--- config.mk ---
export PLATFORM = sky130hd
export DESIGN_NAME = first_fit_allocator_coalesce_compact_flat
export DESIGN_NICKNAME = d
export VERILOG_FILES = /design/src/hw/rtl/ffa_pkg.sv /design/src/hw/rtl/ffa_in_if.sv /design/src/hw/rtl/ffa_out_if.sv /design/src/hw/rtl/ffa_ram.sv /design/src/hw/rtl/ffa_ctrl.sv /design/src/hw/rtl/first_fit_allocator_coalesce_compact.sv /design/src/flat_wrapper.sv
export SDC_FILE = /design/constraint.sdc
export NUM_CORES = 2
export LEC_CHECK = 0
export ABC_CLOCK_PERIOD_IN_PS = 4600
export BUFFER_PORTS_ARGS = -buffer_cell sky130_fd_sc_hd__buf_2
export CAP_MARGIN = 10
export CORE_MARGIN = 2
export CORE_UTILIZATION = 30
export CTS_CLUSTER_DIAMETER = 150
export DETAILED_ROUTE_END_ITERATION = 16
export PLACE_DENSITY = 0.54
export SLEW_MARGIN = 10
export SYNTH_ARGS = -nofsm -noshare
export SYNTH_HDL_FRONTEND = slang
export SYNTH_SLANG_ARGS = --single-unit
--- constraint.sdc ---
create_clock -name clk -period 4.6 [get_ports clk]
set_input_delay 0.23 -clock clk [delete_from_list [all_inputs] [get_ports clk]]
set_output_delay 0.23 -clock clk [all_outputs]
set_load 0.01 [all_outputs]
--- src/hw/rtl/ffa_pkg.sv ---
// ffa_pkg: shared constants, table entry and result types for the first-fit allocator
// no dependencies; used by the interfaces and every allocator module but ffa_ram
package ffa_pkg;

  localparam int MAX_BLOCKS = 32;
  localparam int ADDR_BITS  = 16;
  localparam int SIZE_W     = ADDR_BITS + 1;
  localparam int IDX_W      = $clog2(MAX_BLOCKS);
  localparam int CNT_W      = $clog2(MAX_BLOCKS + 1);

  localparam logic [SIZE_W-1:0] HEAP_TOP = SIZE_W'(1) << ADDR_BITS;
  localparam logic [CNT_W-1:0]  CNT_MAX  = CNT_W'(MAX_BLOCKS);

  localparam logic [2:0] ST_OK      = 3'd0;
  localparam logic [2:0] ST_NOSPACE = 3'd1;
  localparam logic [2:0] ST_BADFREE = 3'd2;
  localparam logic [2:0] ST_FULL    = 3'd3;
  localparam logic [2:0] ST_MOVED   = 3'd4;

  localparam logic ACT_ALLOC = 1'b0;
  localparam logic ACT_FREE  = 1'b1;

  typedef struct packed {
    logic [ADDR_BITS-1:0] start;
    logic [SIZE_W-1:0]    size;
    logic                 used;
  } ent_t;

  localparam int ENT_W = $bits(ent_t);

  typedef struct packed {
    logic [2:0]           status;
    logic [ADDR_BITS-1:0] block_addr;
    logic [ADDR_BITS-1:0] moved_from;
    logic                 last;
  } res_t;

endpackage

--- src/hw/rtl/ffa_in_if.sv ---
// ffa_in_if: request channel of the allocator, valid/ready with the request payload
// depends on ffa_pkg
interface ffa_in_if;
  import ffa_pkg::*;
  logic                 valid;
  logic                 ready;
  logic                 action;
  logic [SIZE_W-1:0]    request_bytes;
  logic [ADDR_BITS-1:0] release_addr;

  modport source (output valid, action, request_bytes, release_addr, input ready);
  modport sink   (input valid, action, request_bytes, release_addr, output ready);
endinterface

--- src/hw/rtl/ffa_out_if.sv ---
// ffa_out_if: result channel of the allocator, valid/ready with the result payload
// depends on ffa_pkg
interface ffa_out_if;
  import ffa_pkg::*;
  logic                 valid;
  logic                 ready;
  logic [2:0]           status;
  logic [ADDR_BITS-1:0] block_addr;
  logic [ADDR_BITS-1:0] moved_from;
  logic                 last;

  modport source (output valid, status, block_addr, moved_from, last, input ready);
  modport sink   (input valid, status, block_addr, moved_from, last, output ready);
endinterface

--- src/hw/rtl/ffa_ram.sv ---
// ffa_ram: generic single-write, single-read synchronous ram, registered read data
// no dependencies
module ffa_ram #(
  parameter int DEPTH = 32,
  parameter int WIDTH = 34
) (
  input  logic                     clk,
  input  logic                     we,
  input  logic [$clog2(DEPTH)-1:0] waddr,
  input  logic [WIDTH-1:0]         wdata,
  input  logic [$clog2(DEPTH)-1:0] raddr,
  output logic [WIDTH-1:0]         rdata
);
  logic [WIDTH-1:0] mem [DEPTH];

  always_ff @(posedge clk) begin
    if (we) begin
      mem[waddr] <= wdata;
    end
    rdata <= mem[raddr];
  end
endmodule

--- src/hw/rtl/ffa_ctrl.sv ---
// ffa_ctrl: sequencer that scans, splits, merges and compacts the block table
// depends on ffa_pkg, ffa_in_if, ffa_out_if; drives the table ram ports
module ffa_ctrl (
  input  logic                       clk,
  input  logic                       rst_n,
  ffa_in_if.sink                     in_ch,
  ffa_out_if.source                  out_ch,
  input  logic [ffa_pkg::SIZE_W-1:0] heap,
  input  logic                       cfg_load,
  output logic                       mem_we,
  output logic [ffa_pkg::IDX_W-1:0]  mem_waddr,
  output ffa_pkg::ent_t              mem_wdata,
  output logic [ffa_pkg::IDX_W-1:0]  mem_raddr,
  input  ffa_pkg::ent_t              mem_rdata
);
  import ffa_pkg::*;

  localparam logic [3:0] S_IDLE  = 4'd0;
  localparam logic [3:0] S_SCAN  = 4'd1;
  localparam logic [3:0] S_SCHK  = 4'd2;
  localparam logic [3:0] S_INS   = 4'd3;
  localparam logic [3:0] S_INSW  = 4'd4;
  localparam logic [3:0] S_INS2  = 4'd5;
  localparam logic [3:0] S_FR    = 4'd6;
  localparam logic [3:0] S_FRC   = 4'd7;
  localparam logic [3:0] S_FL    = 4'd8;
  localparam logic [3:0] S_FLC   = 4'd9;
  localparam logic [3:0] S_FW    = 4'd10;
  localparam logic [3:0] S_RM    = 4'd11;
  localparam logic [3:0] S_RMW   = 4'd12;
  localparam logic [3:0] S_CP    = 4'd13;
  localparam logic [3:0] S_CPC   = 4'd14;
  localparam logic [3:0] S_OUT   = 4'd15;

  logic [3:0]           state_r, state_nxt, ret_r, ret_nxt;
  logic [CNT_W-1:0]     cnt_r, cnt_nxt, i_r, i_nxt, j_r, j_nxt, k_r, k_nxt, m_r, m_nxt;
  logic [IDX_W-1:0]     fit_r, fit_nxt;
  logic [SIZE_W-1:0]    pos_r, pos_nxt, req_r, req_nxt, rsize_r, rsize_nxt;
  logic [ADDR_BITS-1:0] addr_r, addr_nxt;
  logic                 act_r, act_nxt, comp_r, comp_nxt, init_r, init_nxt;
  logic                 rfree_r, rfree_nxt, lfree_r, lfree_nxt;
  logic [1:0]           d_r, d_nxt;
  ent_t                 cur_r, cur_nxt, lent_r, lent_nxt;
  res_t                 res_r, res_nxt, out_r, out_nxt;
  logic                 ov_r, ov_nxt;
  logic                 in_acc;

  // no item is taken in the cycle of a heap size write
  assign in_ch.ready       = (state_r == S_IDLE) && !init_r && !cfg_load;
  assign in_acc            = in_ch.valid && in_ch.ready;
  assign out_ch.valid      = ov_r;
  assign out_ch.status     = out_r.status;
  assign out_ch.block_addr = out_r.block_addr;
  assign out_ch.moved_from = out_r.moved_from;
  assign out_ch.last       = out_r.last;

  always_comb begin
    state_nxt = state_r;  ret_nxt = ret_r;    cnt_nxt = cnt_r;   i_nxt = i_r;
    j_nxt = j_r;          k_nxt = k_r;        m_nxt = m_r;       fit_nxt = fit_r;
    pos_nxt = pos_r;      req_nxt = req_r;    rsize_nxt = rsize_r;
    addr_nxt = addr_r;    act_nxt = act_r;    comp_nxt = comp_r;
    init_nxt = init_r || cfg_load;
    rfree_nxt = rfree_r;  lfree_nxt = lfree_r; d_nxt = d_r;
    cur_nxt = cur_r;      lent_nxt = lent_r;  res_nxt = res_r;
    out_nxt = out_r;      ov_nxt = ov_r && !out_ch.ready;
    mem_we = 1'b0;        mem_waddr = '0;     mem_wdata = '0;
    mem_raddr = i_r[IDX_W-1:0];

    unique case (state_r)
      S_IDLE: begin
        if (init_r) begin
          mem_we    = 1'b1;
          mem_wdata = '{start: '0, size: heap, used: 1'b0};
          cnt_nxt   = CNT_W'(1);
          init_nxt  = cfg_load;
        end else if (in_acc) begin
          act_nxt  = in_ch.action;
          req_nxt  = in_ch.request_bytes;
          addr_nxt = in_ch.release_addr;
          comp_nxt = 1'b0;
          i_nxt    = '0;
          if (in_ch.action == ACT_ALLOC && in_ch.request_bytes == '0) begin
            res_nxt   = '{status: ST_NOSPACE, block_addr: '0, moved_from: '0, last: 1'b1};
            ret_nxt   = S_IDLE;
            state_nxt = S_OUT;
          end else begin
            state_nxt = S_SCAN;
          end
        end
      end
      S_SCAN: begin
        if (i_r == cnt_r) begin
          if (act_r == ACT_ALLOC && !comp_r) begin
            // nothing fits: slide used blocks down, then search again
            i_nxt = '0;  j_nxt = '0;  pos_nxt = '0;
            state_nxt = S_CP;
          end else begin
            res_nxt   = '{status: (act_r == ACT_FREE) ? ST_BADFREE : ST_NOSPACE,
                          block_addr: '0, moved_from: '0, last: 1'b1};
            ret_nxt   = S_IDLE;
            state_nxt = S_OUT;
          end
        end else begin
          state_nxt = S_SCHK;
        end
      end
      S_SCHK: begin
        cur_nxt = mem_rdata;
        fit_nxt = i_r[IDX_W-1:0];
        i_nxt   = i_r + CNT_W'(1);
        state_nxt = S_SCAN;
        if (act_r == ACT_ALLOC) begin
          if (!mem_rdata.used && mem_rdata.size >= req_r) begin
            ret_nxt = S_IDLE;
            res_nxt = '{status: ST_OK, block_addr: mem_rdata.start, moved_from: '0,
                        last: 1'b1};
            if (mem_rdata.size == req_r) begin
              mem_we    = 1'b1;
              mem_waddr = i_r[IDX_W-1:0];
              mem_wdata = '{start: mem_rdata.start, size: mem_rdata.size, used: 1'b1};
              state_nxt = S_OUT;
            end else if (cnt_r == CNT_MAX) begin
              res_nxt.status     = ST_FULL;
              res_nxt.block_addr = '0;
              state_nxt = S_OUT;
            end else begin
              m_nxt     = cnt_r;
              state_nxt = S_INS;
            end
          end
        end else if (mem_rdata.used && mem_rdata.start == addr_r) begin
          state_nxt = S_FR;
        end
      end
      // open a hole above the split block, moving entries up one at a time
      S_INS: begin
        mem_raddr = IDX_W'(m_r - CNT_W'(1));
        if (m_r == CNT_W'(fit_r) + CNT_W'(1)) begin
          mem_we    = 1'b1;
          mem_waddr = fit_r;
          mem_wdata = '{start: cur_r.start, size: req_r, used: 1'b1};
          state_nxt = S_INS2;
        end else begin
          state_nxt = S_INSW;
        end
      end
      S_INSW: begin
        mem_we    = 1'b1;
        mem_waddr = m_r[IDX_W-1:0];
        mem_wdata = mem_rdata;
        m_nxt     = m_r - CNT_W'(1);
        state_nxt = S_INS;
      end
      S_INS2: begin
        mem_we    = 1'b1;
        mem_waddr = fit_r + IDX_W'(1);
        mem_wdata = '{start: ADDR_BITS'(SIZE_W'(cur_r.start) + req_r),
                      size: cur_r.size - req_r, used: 1'b0};
        cnt_nxt   = cnt_r + CNT_W'(1);
        state_nxt = S_OUT;
      end
      S_FR: begin
        mem_raddr = fit_r + IDX_W'(1);
        rfree_nxt = 1'b0;
        state_nxt = (CNT_W'(fit_r) + CNT_W'(1) < cnt_r) ? S_FRC : S_FL;
      end
      S_FRC: begin
        rfree_nxt = !mem_rdata.used;
        rsize_nxt = mem_rdata.size;
        state_nxt = S_FL;
      end
      S_FL: begin
        mem_raddr = fit_r - IDX_W'(1);
        lfree_nxt = 1'b0;
        state_nxt = (fit_r != '0) ? S_FLC : S_FW;
      end
      S_FLC: begin
        lfree_nxt = !mem_rdata.used;
        lent_nxt  = mem_rdata;
        state_nxt = S_FW;
      end
      S_FW: begin
        mem_we    = 1'b1;
        mem_waddr = lfree_r ? fit_r - IDX_W'(1) : fit_r;
        mem_wdata = '{start: lfree_r ? lent_r.start : cur_r.start,
                      size: (lfree_r ? lent_r.size : '0) + cur_r.size
                            + (rfree_r ? rsize_r : '0),
                      used: 1'b0};
        k_nxt     = lfree_r ? CNT_W'(fit_r) : CNT_W'(fit_r) + CNT_W'(1);
        d_nxt     = 2'(lfree_r) + 2'(rfree_r);
        res_nxt   = '{status: ST_OK, block_addr: addr_r, moved_from: '0, last: 1'b1};
        ret_nxt   = S_IDLE;
        state_nxt = (lfree_r || rfree_r) ? S_RM : S_OUT;
      end
      // close the gap left by merged neighbours
      S_RM: begin
        mem_raddr = IDX_W'(k_r + CNT_W'(d_r));
        if (k_r + CNT_W'(d_r) >= cnt_r) begin
          cnt_nxt   = cnt_r - CNT_W'(d_r);
          state_nxt = S_OUT;
        end else begin
          state_nxt = S_RMW;
        end
      end
      S_RMW: begin
        mem_we    = 1'b1;
        mem_waddr = k_r[IDX_W-1:0];
        mem_wdata = mem_rdata;
        k_nxt     = k_r + CNT_W'(1);
        state_nxt = S_RM;
      end
      S_CP: begin
        if (i_r == cnt_r) begin
          if (pos_r < heap && j_r < CNT_MAX) begin
            mem_we    = 1'b1;
            mem_waddr = j_r[IDX_W-1:0];
            mem_wdata = '{start: pos_r[ADDR_BITS-1:0], size: heap - pos_r, used: 1'b0};
            cnt_nxt   = j_r + CNT_W'(1);
          end else begin
            cnt_nxt   = j_r;
          end
          comp_nxt  = 1'b1;
          i_nxt     = '0;
          state_nxt = S_SCAN;
        end else begin
          state_nxt = S_CPC;
        end
      end
      S_CPC: begin
        i_nxt     = i_r + CNT_W'(1);
        state_nxt = S_CP;
        if (mem_rdata.used) begin
          // write index never passes read index, so no forwarding needed
          mem_we    = 1'b1;
          mem_waddr = j_r[IDX_W-1:0];
          mem_wdata = '{start: pos_r[ADDR_BITS-1:0], size: mem_rdata.size, used: 1'b1};
          j_nxt     = j_r + CNT_W'(1);
          pos_nxt   = pos_r + mem_rdata.size;
          if (SIZE_W'(mem_rdata.start) != pos_r) begin
            res_nxt   = '{status: ST_MOVED, block_addr: pos_r[ADDR_BITS-1:0],
                          moved_from: mem_rdata.start, last: 1'b0};
            ret_nxt   = S_CP;
            state_nxt = S_OUT;
          end
        end
      end
      S_OUT: begin
        if (!ov_r || out_ch.ready) begin
          out_nxt   = res_r;
          ov_nxt    = 1'b1;
          state_nxt = ret_r;
        end
      end
      default: state_nxt = S_IDLE;
    endcase
  end

  always_ff @(posedge clk) begin
    if (!rst_n) begin
      state_r <= S_IDLE;
      ret_r   <= S_IDLE;
      cnt_r   <= CNT_W'(1);
      init_r  <= 1'b1;
      ov_r    <= 1'b0;
    end else begin
      state_r <= state_nxt;
      ret_r   <= ret_nxt;
      cnt_r   <= cnt_nxt;
      init_r  <= init_nxt;
      ov_r    <= ov_nxt;
    end
    i_r <= i_nxt;  j_r <= j_nxt;  k_r <= k_nxt;  m_r <= m_nxt;  fit_r <= fit_nxt;
    pos_r <= pos_nxt;  req_r <= req_nxt;  rsize_r <= rsize_nxt;  addr_r <= addr_nxt;
    act_r <= act_nxt;  comp_r <= comp_nxt;  rfree_r <= rfree_nxt;  lfree_r <= lfree_nxt;
    d_r <= d_nxt;  cur_r <= cur_nxt;  lent_r <= lent_nxt;  res_r <= res_nxt;
    out_r <= out_nxt;
  end

`ifndef SYNTHESIS
  a_cnt_range: assert property (@(posedge clk) disable iff (!rst_n)
    cnt_r != '0 && cnt_r <= CNT_MAX)
    else $error("block count out of range");
  a_moved_not_last: assert property (@(posedge clk) disable iff (!rst_n)
    ov_r && !out_r.last |-> out_r.status == ST_MOVED)
    else $error("non-final result that is not a moved block");
  a_busy_after_accept: assert property (@(posedge clk) disable iff (!rst_n)
    in_acc |=> !in_ch.ready)
    else $error("new item taken while one is in progress");
  a_idle_write_init: assert property (@(posedge clk) disable iff (!rst_n)
    mem_we && state_r == S_IDLE |-> init_r && mem_waddr == '0)
    else $error("table written while idle without reinitialise");
`endif
endmodule

--- src/hw/rtl/first_fit_allocator_coalesce_compact.sv ---
// First-fit heap allocator with coalescing and compaction. The block table (start, size,
// used) lives in a synchronous ram of MAX_BLOCKS entries with one write and one read port;
// one item is worked on at a time. Each table step is a read and, in the cycle after, a use
// or write-back. An item scans the entries, then shifts entries on a split or merge; an
// allocate that compacts adds a pass that slides used blocks down, one result per moved
// block and a second scan. Output stalls hold up the item in progress.
// After reset, and after each heap size write on cfg_we, entry zero is rewritten before the
// next item is taken; no item is taken in the cycle of the write itself.
module first_fit_allocator_coalesce_compact (
  input  logic                       clk,
  input  logic                       rst_n,
  ffa_in_if.sink                     in_ch,
  ffa_out_if.source                  out_ch,
  input  logic                       cfg_we,
  input  logic [ffa_pkg::SIZE_W-1:0] cfg_wdata
);
  import ffa_pkg::*;

  logic [SIZE_W-1:0] heap_r, heap_nxt;
  logic              mem_we;
  logic [IDX_W-1:0]  mem_waddr, mem_raddr;
  ent_t              mem_wdata, mem_rdata;
  logic [ENT_W-1:0]  rdata_raw;

  // clamp the heap size to one byte at least and the address space at most
  always_comb begin
    heap_nxt = heap_r;
    if (cfg_we) begin
      priority if (cfg_wdata == '0)      heap_nxt = SIZE_W'(1);
      else if (cfg_wdata > HEAP_TOP)     heap_nxt = HEAP_TOP;
      else                               heap_nxt = cfg_wdata;
    end
  end

  always_ff @(posedge clk) begin
    if (!rst_n) begin
      heap_r <= HEAP_TOP;
    end else begin
      heap_r <= heap_nxt;
    end
  end

  assign mem_rdata = ent_t'(rdata_raw);

  ffa_ram #(.DEPTH(MAX_BLOCKS), .WIDTH(ENT_W)) u_ram (
    .clk   (clk),
    .we    (mem_we),
    .waddr (mem_waddr),
    .wdata (mem_wdata),
    .raddr (mem_raddr),
    .rdata (rdata_raw)
  );

  ffa_ctrl u_ctrl (
    .clk       (clk),
    .rst_n     (rst_n),
    .in_ch     (in_ch),
    .out_ch    (out_ch),
    .heap      (heap_r),
    .cfg_load  (cfg_we),
    .mem_we    (mem_we),
    .mem_waddr (mem_waddr),
    .mem_wdata (mem_wdata),
    .mem_raddr (mem_raddr),
    .mem_rdata (mem_rdata)
  );
endmodule

--- src/flat_wrapper.sv ---
// flat-port wrapper written by rule: the top's interface ports become plain ports
module first_fit_allocator_coalesce_compact_flat import ffa_pkg::*;
  (clk, rst_n, cfg_we, cfg_wdata, in_ch_valid, in_ch_action, in_ch_request_bytes, in_ch_release_addr, in_ch_ready, out_ch_valid, out_ch_status, out_ch_block_addr, out_ch_moved_from, out_ch_last, out_ch_ready);
  ffa_in_if in_ch_i ();
  ffa_out_if out_ch_i ();
  input  logic clk;
  input  logic rst_n;
  input  logic cfg_we;
  input  logic [ffa_pkg::SIZE_W-1:0] cfg_wdata;
  input wire logic [$bits(in_ch_i.valid)-1:0] in_ch_valid;
  input wire logic [$bits(in_ch_i.action)-1:0] in_ch_action;
  input wire logic [$bits(in_ch_i.request_bytes)-1:0] in_ch_request_bytes;
  input wire logic [$bits(in_ch_i.release_addr)-1:0] in_ch_release_addr;
  output wire logic [$bits(in_ch_i.ready)-1:0] in_ch_ready;
  output wire logic [$bits(out_ch_i.valid)-1:0] out_ch_valid;
  output wire logic [$bits(out_ch_i.status)-1:0] out_ch_status;
  output wire logic [$bits(out_ch_i.block_addr)-1:0] out_ch_block_addr;
  output wire logic [$bits(out_ch_i.moved_from)-1:0] out_ch_moved_from;
  output wire logic [$bits(out_ch_i.last)-1:0] out_ch_last;
  input wire logic [$bits(out_ch_i.ready)-1:0] out_ch_ready;
  assign in_ch_i.valid = in_ch_valid;
  assign in_ch_i.action = in_ch_action;
  assign in_ch_i.request_bytes = in_ch_request_bytes;
  assign in_ch_i.release_addr = in_ch_release_addr;
  assign in_ch_ready = in_ch_i.ready;
  assign out_ch_valid = out_ch_i.valid;
  assign out_ch_status = out_ch_i.status;
  assign out_ch_block_addr = out_ch_i.block_addr;
  assign out_ch_moved_from = out_ch_i.moved_from;
  assign out_ch_last = out_ch_i.last;
  assign out_ch_i.ready = out_ch_ready;
  first_fit_allocator_coalesce_compact u_core (.clk(clk), .rst_n(rst_n), .in_ch(in_ch_i), .out_ch(out_ch_i), .cfg_we(cfg_we), .cfg_wdata(cfg_wdata));
endmodule
Word-level counts from Yosys, hierarchy flattened
Memories as Yosys holds them, arrays and structs flattened. A register that Yosys moved wholly into a read port is not among the register bits.
Cells that the tools add are included.

storage, ports and cells
  bits in registers = 273
  RAM bits = 1088
  bits of input ports = 56
  output and inout bits = 38
  logic and storage cells = 251
  memories = 1

cells by class
  $add $sub $neg = 17
  magnitude comparators = 6
  eq/ne operators = 37
  mux-type cells = 112
  bitwise gates (word level) = 3
  reductions and logical operators = 43

memory list
  name              depth  width  read ports  clocked after Yosys merged registers in  wr ports  line           source
  u_core.u_ram.mem  32     34     1           1                                        1         ffa_ram.sv:14  logic [WIDTH-1:0] mem [DEPTH];

operators by type and width
  operator                                     number
  2-to-1 mux 36 bit                            9
  case mux 34 bit (8 select lines)             1
  2-to-1 mux 34 bit                            7
  case mux 36 bit (5 select lines)             1
  2-to-1 mux 17 bit                            7
  2-to-1 mux 6 bit                             15
  2-to-1 mux 4 bit                             20
  case mux 4 bit (16 select lines)             1
  2-to-1 mux 18 bit                            3
  adder 17 bit                                 3
  case mux 6 bit (4 select lines)              2
  2-to-1 mux 5 bit                             8
  case mux 5 bit (8 select lines)              1
  case mux 6 bit (2 select lines)              3
  zero test 17 bit                             2
  case mux 17 bit (2 select lines)             1
  subtractor 17 bit                            2
  == test 4 bit, second input constant         8
  != test 2 bit, second input constant         14
  adder 6 x 1 -> 6 bit, second input constant  4
  case mux 4 bit (5 select lines)              1
  case mux 5 bit (4 select lines)              1
  2-to-1 mux 1 bit                             18
  == test 17 bit                               1
  other kinds (43)                             85

Longest topological paths before layout
  depth after elaboration = 7
  gate-level depth with buffers = 15
  mapped depth without buffers = 14

Modules after synthesis
A second synthesis with hierarchy kept.

second synthesis, totals
  cells, all modules = 4064
  area, all modules = 60493.0 sq um

by module, submodules not included
  module                                times used  cells each  area an instance (sq um)  seq. area each (sq um)
  ffa_ram                               1           2399        43107.6                   33352.0
  ffa_ctrl                              1           1615        16793.6                   7467.2
  first_fit_allocator_coalesce_compact  1           50          591.8                     340.3

Least setup slack after synthesis
No wires, ideal clock.

  kind = register to register
  start point = register u_core.u_ctrl.lfree_r
  end point = memory u_core.u_ram.mem[0][15], data pin
  library setup time = 0.500 ns
  arrival = 4.263 ns
  required time = 4.100 ns
  slack = -0.162 ns
  stages on the path, launching flop included = 15
  buffers on the path = 3
  clock period less this slack = 4.762 ns
  cell sequence = edfxtp_1 -> clkbuf_1 -> buf_1 -> clkbuf_1 -> and2_1 -> fa_1 -> ha_1 -> a211o_1 -> a211oi_1 -> o21ba_2 -> nor3_1 -> or3_1 -> and3_1 -> a211oi_1 -> o21ai_0

RTL lines
  what                    line             source
  from (decl)             ffa_ctrl.sv:41   logic rfree_r, rfree_nxt, lfree_r, lfree_nxt;
  from (signal assigned)  ffa_ctrl.sv:274  act_r <= act_nxt; comp_r <= comp_nxt; rfree_r <= rfree_nxt; lfree_r <= lfree_nxt;
  to (decl)               ffa_ram.sv:14

Final worst setup path
  start point = register u_core.u_ctrl.k_r[0]
  end point = register u_core.u_ram.rdata[27], read port of u_core.u_ram.mem

on the way
  cells in the longest elaborated chain, start to end = 2

RTL lines
  what                             line             source
  from (decl)                      ffa_ctrl.sv:36   logic [CNT_W-1:0] cnt_r, cnt_nxt, i_r, i_nxt, j_r, j_nxt, k_r, k_nxt, m_r, m_nxt;
  from (signal assigned)           ffa_ctrl.sv:272  i_r <= i_nxt; j_r <= j_nxt; k_r <= k_nxt; m_r <= m_nxt; fit_r <= fit_nxt;
  adder 6 x 2 -> 6 bit             n/a
  case mux 5 bit (4 select lines)  ffa_ctrl.sv:69   unique case (state_r)
  to (decl)                        ffa_ram.sv:12    output logic [WIDTH-1:0] rdata

No other way between the ends.
A chain may end at the register's enable or synchronous reset.

==> summary.txt <==
Pwr
  • Leakage Power: 25.50 nW
  • Peak VDD IR: 0.5488 mV
  • Switching pwr: 21.76 mW
  • Sequential share of power: 32.9%
  • Clock share of power: 21.9%
  • Pwr/cell area: 745.9 nW/um^2
  • Comb power frac: 45.2%
  • Internal: 31.96 mW
  • Switching Share: 40.51%

Clock tree
  • Cts repair resizes: 0
  • Clock Pin Slew Worst Setup and Hold Paths: 0.06 ns
  • CTS buffer count: 150
  • CTS Hold Bufs: 57
  • Clock insertion delay at the later pin of the skew report: 0.79 ns
  • CTS H-tree lvls: 4
  • Post-CTS Repair Setup Buffers: 0
  • Clk sinks: 1392
  • Root Buffer: clkbuf_16
  • CTS tree: yes
  • Clock Path Buffers: 3

Worst setup path
  • Worst EP required: 5.30 ns
  • Nature of the critical path endpoint: register
  • Top delay family on crit path: compound AO/OA/AOI/OAI gates
  • Critical Path AT: 5.04 ns
  • Crit-path slowest cell: a221oi_1
  • CP cell instances: ha_1 > fa_1 > and3_1 > o21ai_1 > o211a_4 > buf_12 > buf_12 > a21oi_1 > a22o_1 > a221oi_1 > buf_4 > and3_1
  • Largest stage delay, worst path: 0.64 ns
  • CP max FO: 25
  • CP Class: reg -> reg
  • Buf+Inv Stages, Crit Path: 3
  • Worst setup SP type: register

Synth
  • Post-Synthesis Cells: 4535
  • Post-synth EDFFs: 1328
  • Synthesized area: 60990 um^2
  • Mean Syn Cell Area: 13.45 um^2
  • Area leader, netlist: edfxtp_1
  • Netlist cell types: 94
  • Post-synthesis register bit count: 1392
  • Syn Nets: 4737
  • Synthesis Warnings: 0
  • Sequential area share after synthesis: 67.48%
  • Count leader, synth: edfxtp_1
  • Top FF cell, synth: edfxtp_1
  • Top cells by count, synth: 1328 x edfxtp_1, 653 x nand2_1, 377 x a21oi_1
  • Area contributors post-synth: edfxtp_1 65%, nand2_1 4.0%, mux2i_1 3.5%, a21oi_1 3.1%, ha_1 2.5%
  • Yosys top cell area share: 65.38%
  • FFs w/ async S/R, synth: 0%

Route
  • Via/cell ratio: 5.212
  • DR pass1 iterations: 8
  • Post-DRT Antenna Nets: 0
  • Via count: 39850
  • Drt wl/cell: 23.57 um
  • Routed WL: 180.2 mm
  • DRC Markers: 0
  • Initial DRC count: 4652

STA
  • Tcrit/Tclk final: 94.32%
  • Final hold vios: 0
  • Skew final: 0.02577 ns
  • Post-layout worst setup margin: 0.2614 ns
  • Actual slew at the worst max-slew pin: 1.085 ns
  • Unrepaired setup endpoints after global routing: no
  • Final setup TNS: 0 ns
  • Max Fclk: 230.5 MHz
  • Setup violations, final: 0
  • Rel. slew slack: 27.69%
  • Min cycle time layout: 4.339 ns
  • Final Max Tran Viols: 0

Global route
  • Layer carrying the most global-route usage: met2
  • First-pass GRT wire length: 264.0 mm
  • Vias in the first global route: 38570
  • Met2 usage in global routing: 26.63%
  • Met1 usage: 24.56%
  • Initial antenna violation count: 11
  • Overall Global Routing Usage: 17.06%
  • GRT overflow: 0
  • Pin count of the biggest net entering global routing: 84
  • Met3 usage: 2.459%

Job
  • Max Cap Viol: 0

Placed design
  • PortBufs: 93
  • Setup slack after placement: 0.3300 ns
  • Placed Area: 66700 um^2
  • Post-DP HPWL: 118.2 mm
  • Routability cong.: 0.9342

Finish
  • Post-layout nets: 5051
  • Design area: 72020 um^2
  • Fraction of layout cells with a size suffix above 1: 13.63%
  • Area Overhead vs Synth: 18.08%

Die
  • Die Span Y: 454.9 um
  • Io pins: 94
  • Die W: 454.9 um
  • Row Count: 165
  • Core Footprint: 202100 um^2
  • Starting density of the core: 30.18%
  • Die area: 206900 um^2

Hold path
  • Hold Crit Class: in -> reg

Run status
  • Status: finished, final reports clean
## path summary, 6_finish.rpt
check                                          from  depth (start not counted)  slack (ns)                                            to
setup / recovery     u_core.u_ctrl.k_r[0]$_DFFE_PP_                         12        0.26                u_core.u_ram.rdata[27]$_DFF_P_
setup reg to reg     u_core.u_ctrl.k_r[0]$_DFFE_PP_                         12        0.26                u_core.u_ram.rdata[27]$_DFF_P_
hold reg to reg   u_core.u_ctrl.res_r[22]$_DFFE_PP_                          0        0.41  u_core.u_ctrl.out_ch.block_addr[5]$_DFFE_PP_
hold / removal               in_ch_release_addr[10]                          2        0.16            u_core.u_ctrl.addr_r[10]$_DFFE_PP_
## worst reg2reg max path, delay by kind of cell, from the launching register on
| kind | cells | cell delay, ns |
|---|---|---|
| AOI/OAI and AO/OA | 5 | 1.85 |
| buffers and inverters | 3 | 0.74 |
| DFF | 1 | 0.47 |
| and+or+nand+nor | 2 | 0.44 |
| adders and majority gates | 2 | 0.76 |
## logic make-up (layout without fill, tap and decap cells)
| kind of cell | Yosys count | in the layout | share of synthesized area, % |
|---|---|---|---|
| buffers and inverters | 364 | 802 | 2.638 |
| adder cells (fa/ha/maj) | 146 | 146 | 3.278 |
| AND/OR/NAND/NOR | 1298 | 1298 | 9.761 |
| flip-flops | 1392 | 1392 | 67.48 |
| other | 0 | 1 | 0 |
| AO/OA/AOI/OAI | 970 | 970 | 11.10 |
| multiplexers | 223 | 223 | 3.674 |
| XOR/XNOR | 142 | 142 | 2.062 |
## per-layer routing
metal	up-vias	share of wire, %
met5	-	0.0067
met4	2	2.8
met3	248	6.1
met2	1426	45
met1	20240	46
li1	17940	-
## layout by cell type, fill, tap and decap left out, types with 37 or more instances in the layout
master         instances
dlygate4sd3_1         57
clkbuf_1              43
xnor2_1               78
o22ai_1               37
a22o_1                94
nand2_1              653
a221o_1               80
buf_4                221
and2_1                53
inv_1                 95
dfxtp_1               64
a21oi_1              376
mux2i_1              216
nand3_1              214
edfxtp_1            1328
clkbuf_16            152
xor2_1                63
buf_2                 93
nor2_1               104
buf_12                55
a221oi_1              44
and3_1                84
o21ai_0               74
ha_1                 123
## power groups by stage
stage	clock (mW)	combinational (mW)	sequential [mW]
floorplan	0	14.7	17.5
global placement	0	23.9	17.9
detailed placement	0	24.1	17.9
CTS	12.0	24.3	17.6
global route	12.5	26.2	17.8
finish	11.8	24.3	17.7
## per-stage QoR
stage	std cells	utilization [%]	power (mW)	hold slack, ns
2_1_floorplan	4535	-	32.16	0.3289
3_3_place_gp	7312	33.00	41.83	0.4021
3_5_place_dp	7312	33.00	42.03	0.4045
4_1_cts	7645	35.63	53.88	0.1205
5_1_grt	7645	35.63	56.43	0.1387
6_report	7646	35.63	53.72	0.1620
## state kept, by name, summed over array words and instances, names as in the netlist, 16 cells and up
signal	count
u_core.u_ctrl.addr_r	16
u_core.u_ctrl.pos_r	17
u_core.u_ram.mem	1088
u_core.u_ctrl.lent_r	33
u_core.u_ctrl.rsize_r	17
u_core.u_ctrl.cur_r	33
u_core.u_ctrl.out_ch.block_addr	16
u_core.u_ctrl.out_ch.moved_from	16
u_core.heap_r	17
u_core.u_ctrl.res_r	36
u_core.u_ram.rdata	34
u_core.u_ctrl.req_r	17
## cell type report
class	instances	area [um^2]
Antenna cell	1	2.502
Clock buffer	198	4006
Clock inverter	78	739.5
Fill cell	19390	130100
Inverter	100	375.4
Multi-Input combinational cell	2779	18600
Sequential cell	1392	41160
Tap cell	2672	3343
Timing Repair Buffer	426	3796
Note: power is estimated with default switching activity, not from simulation.
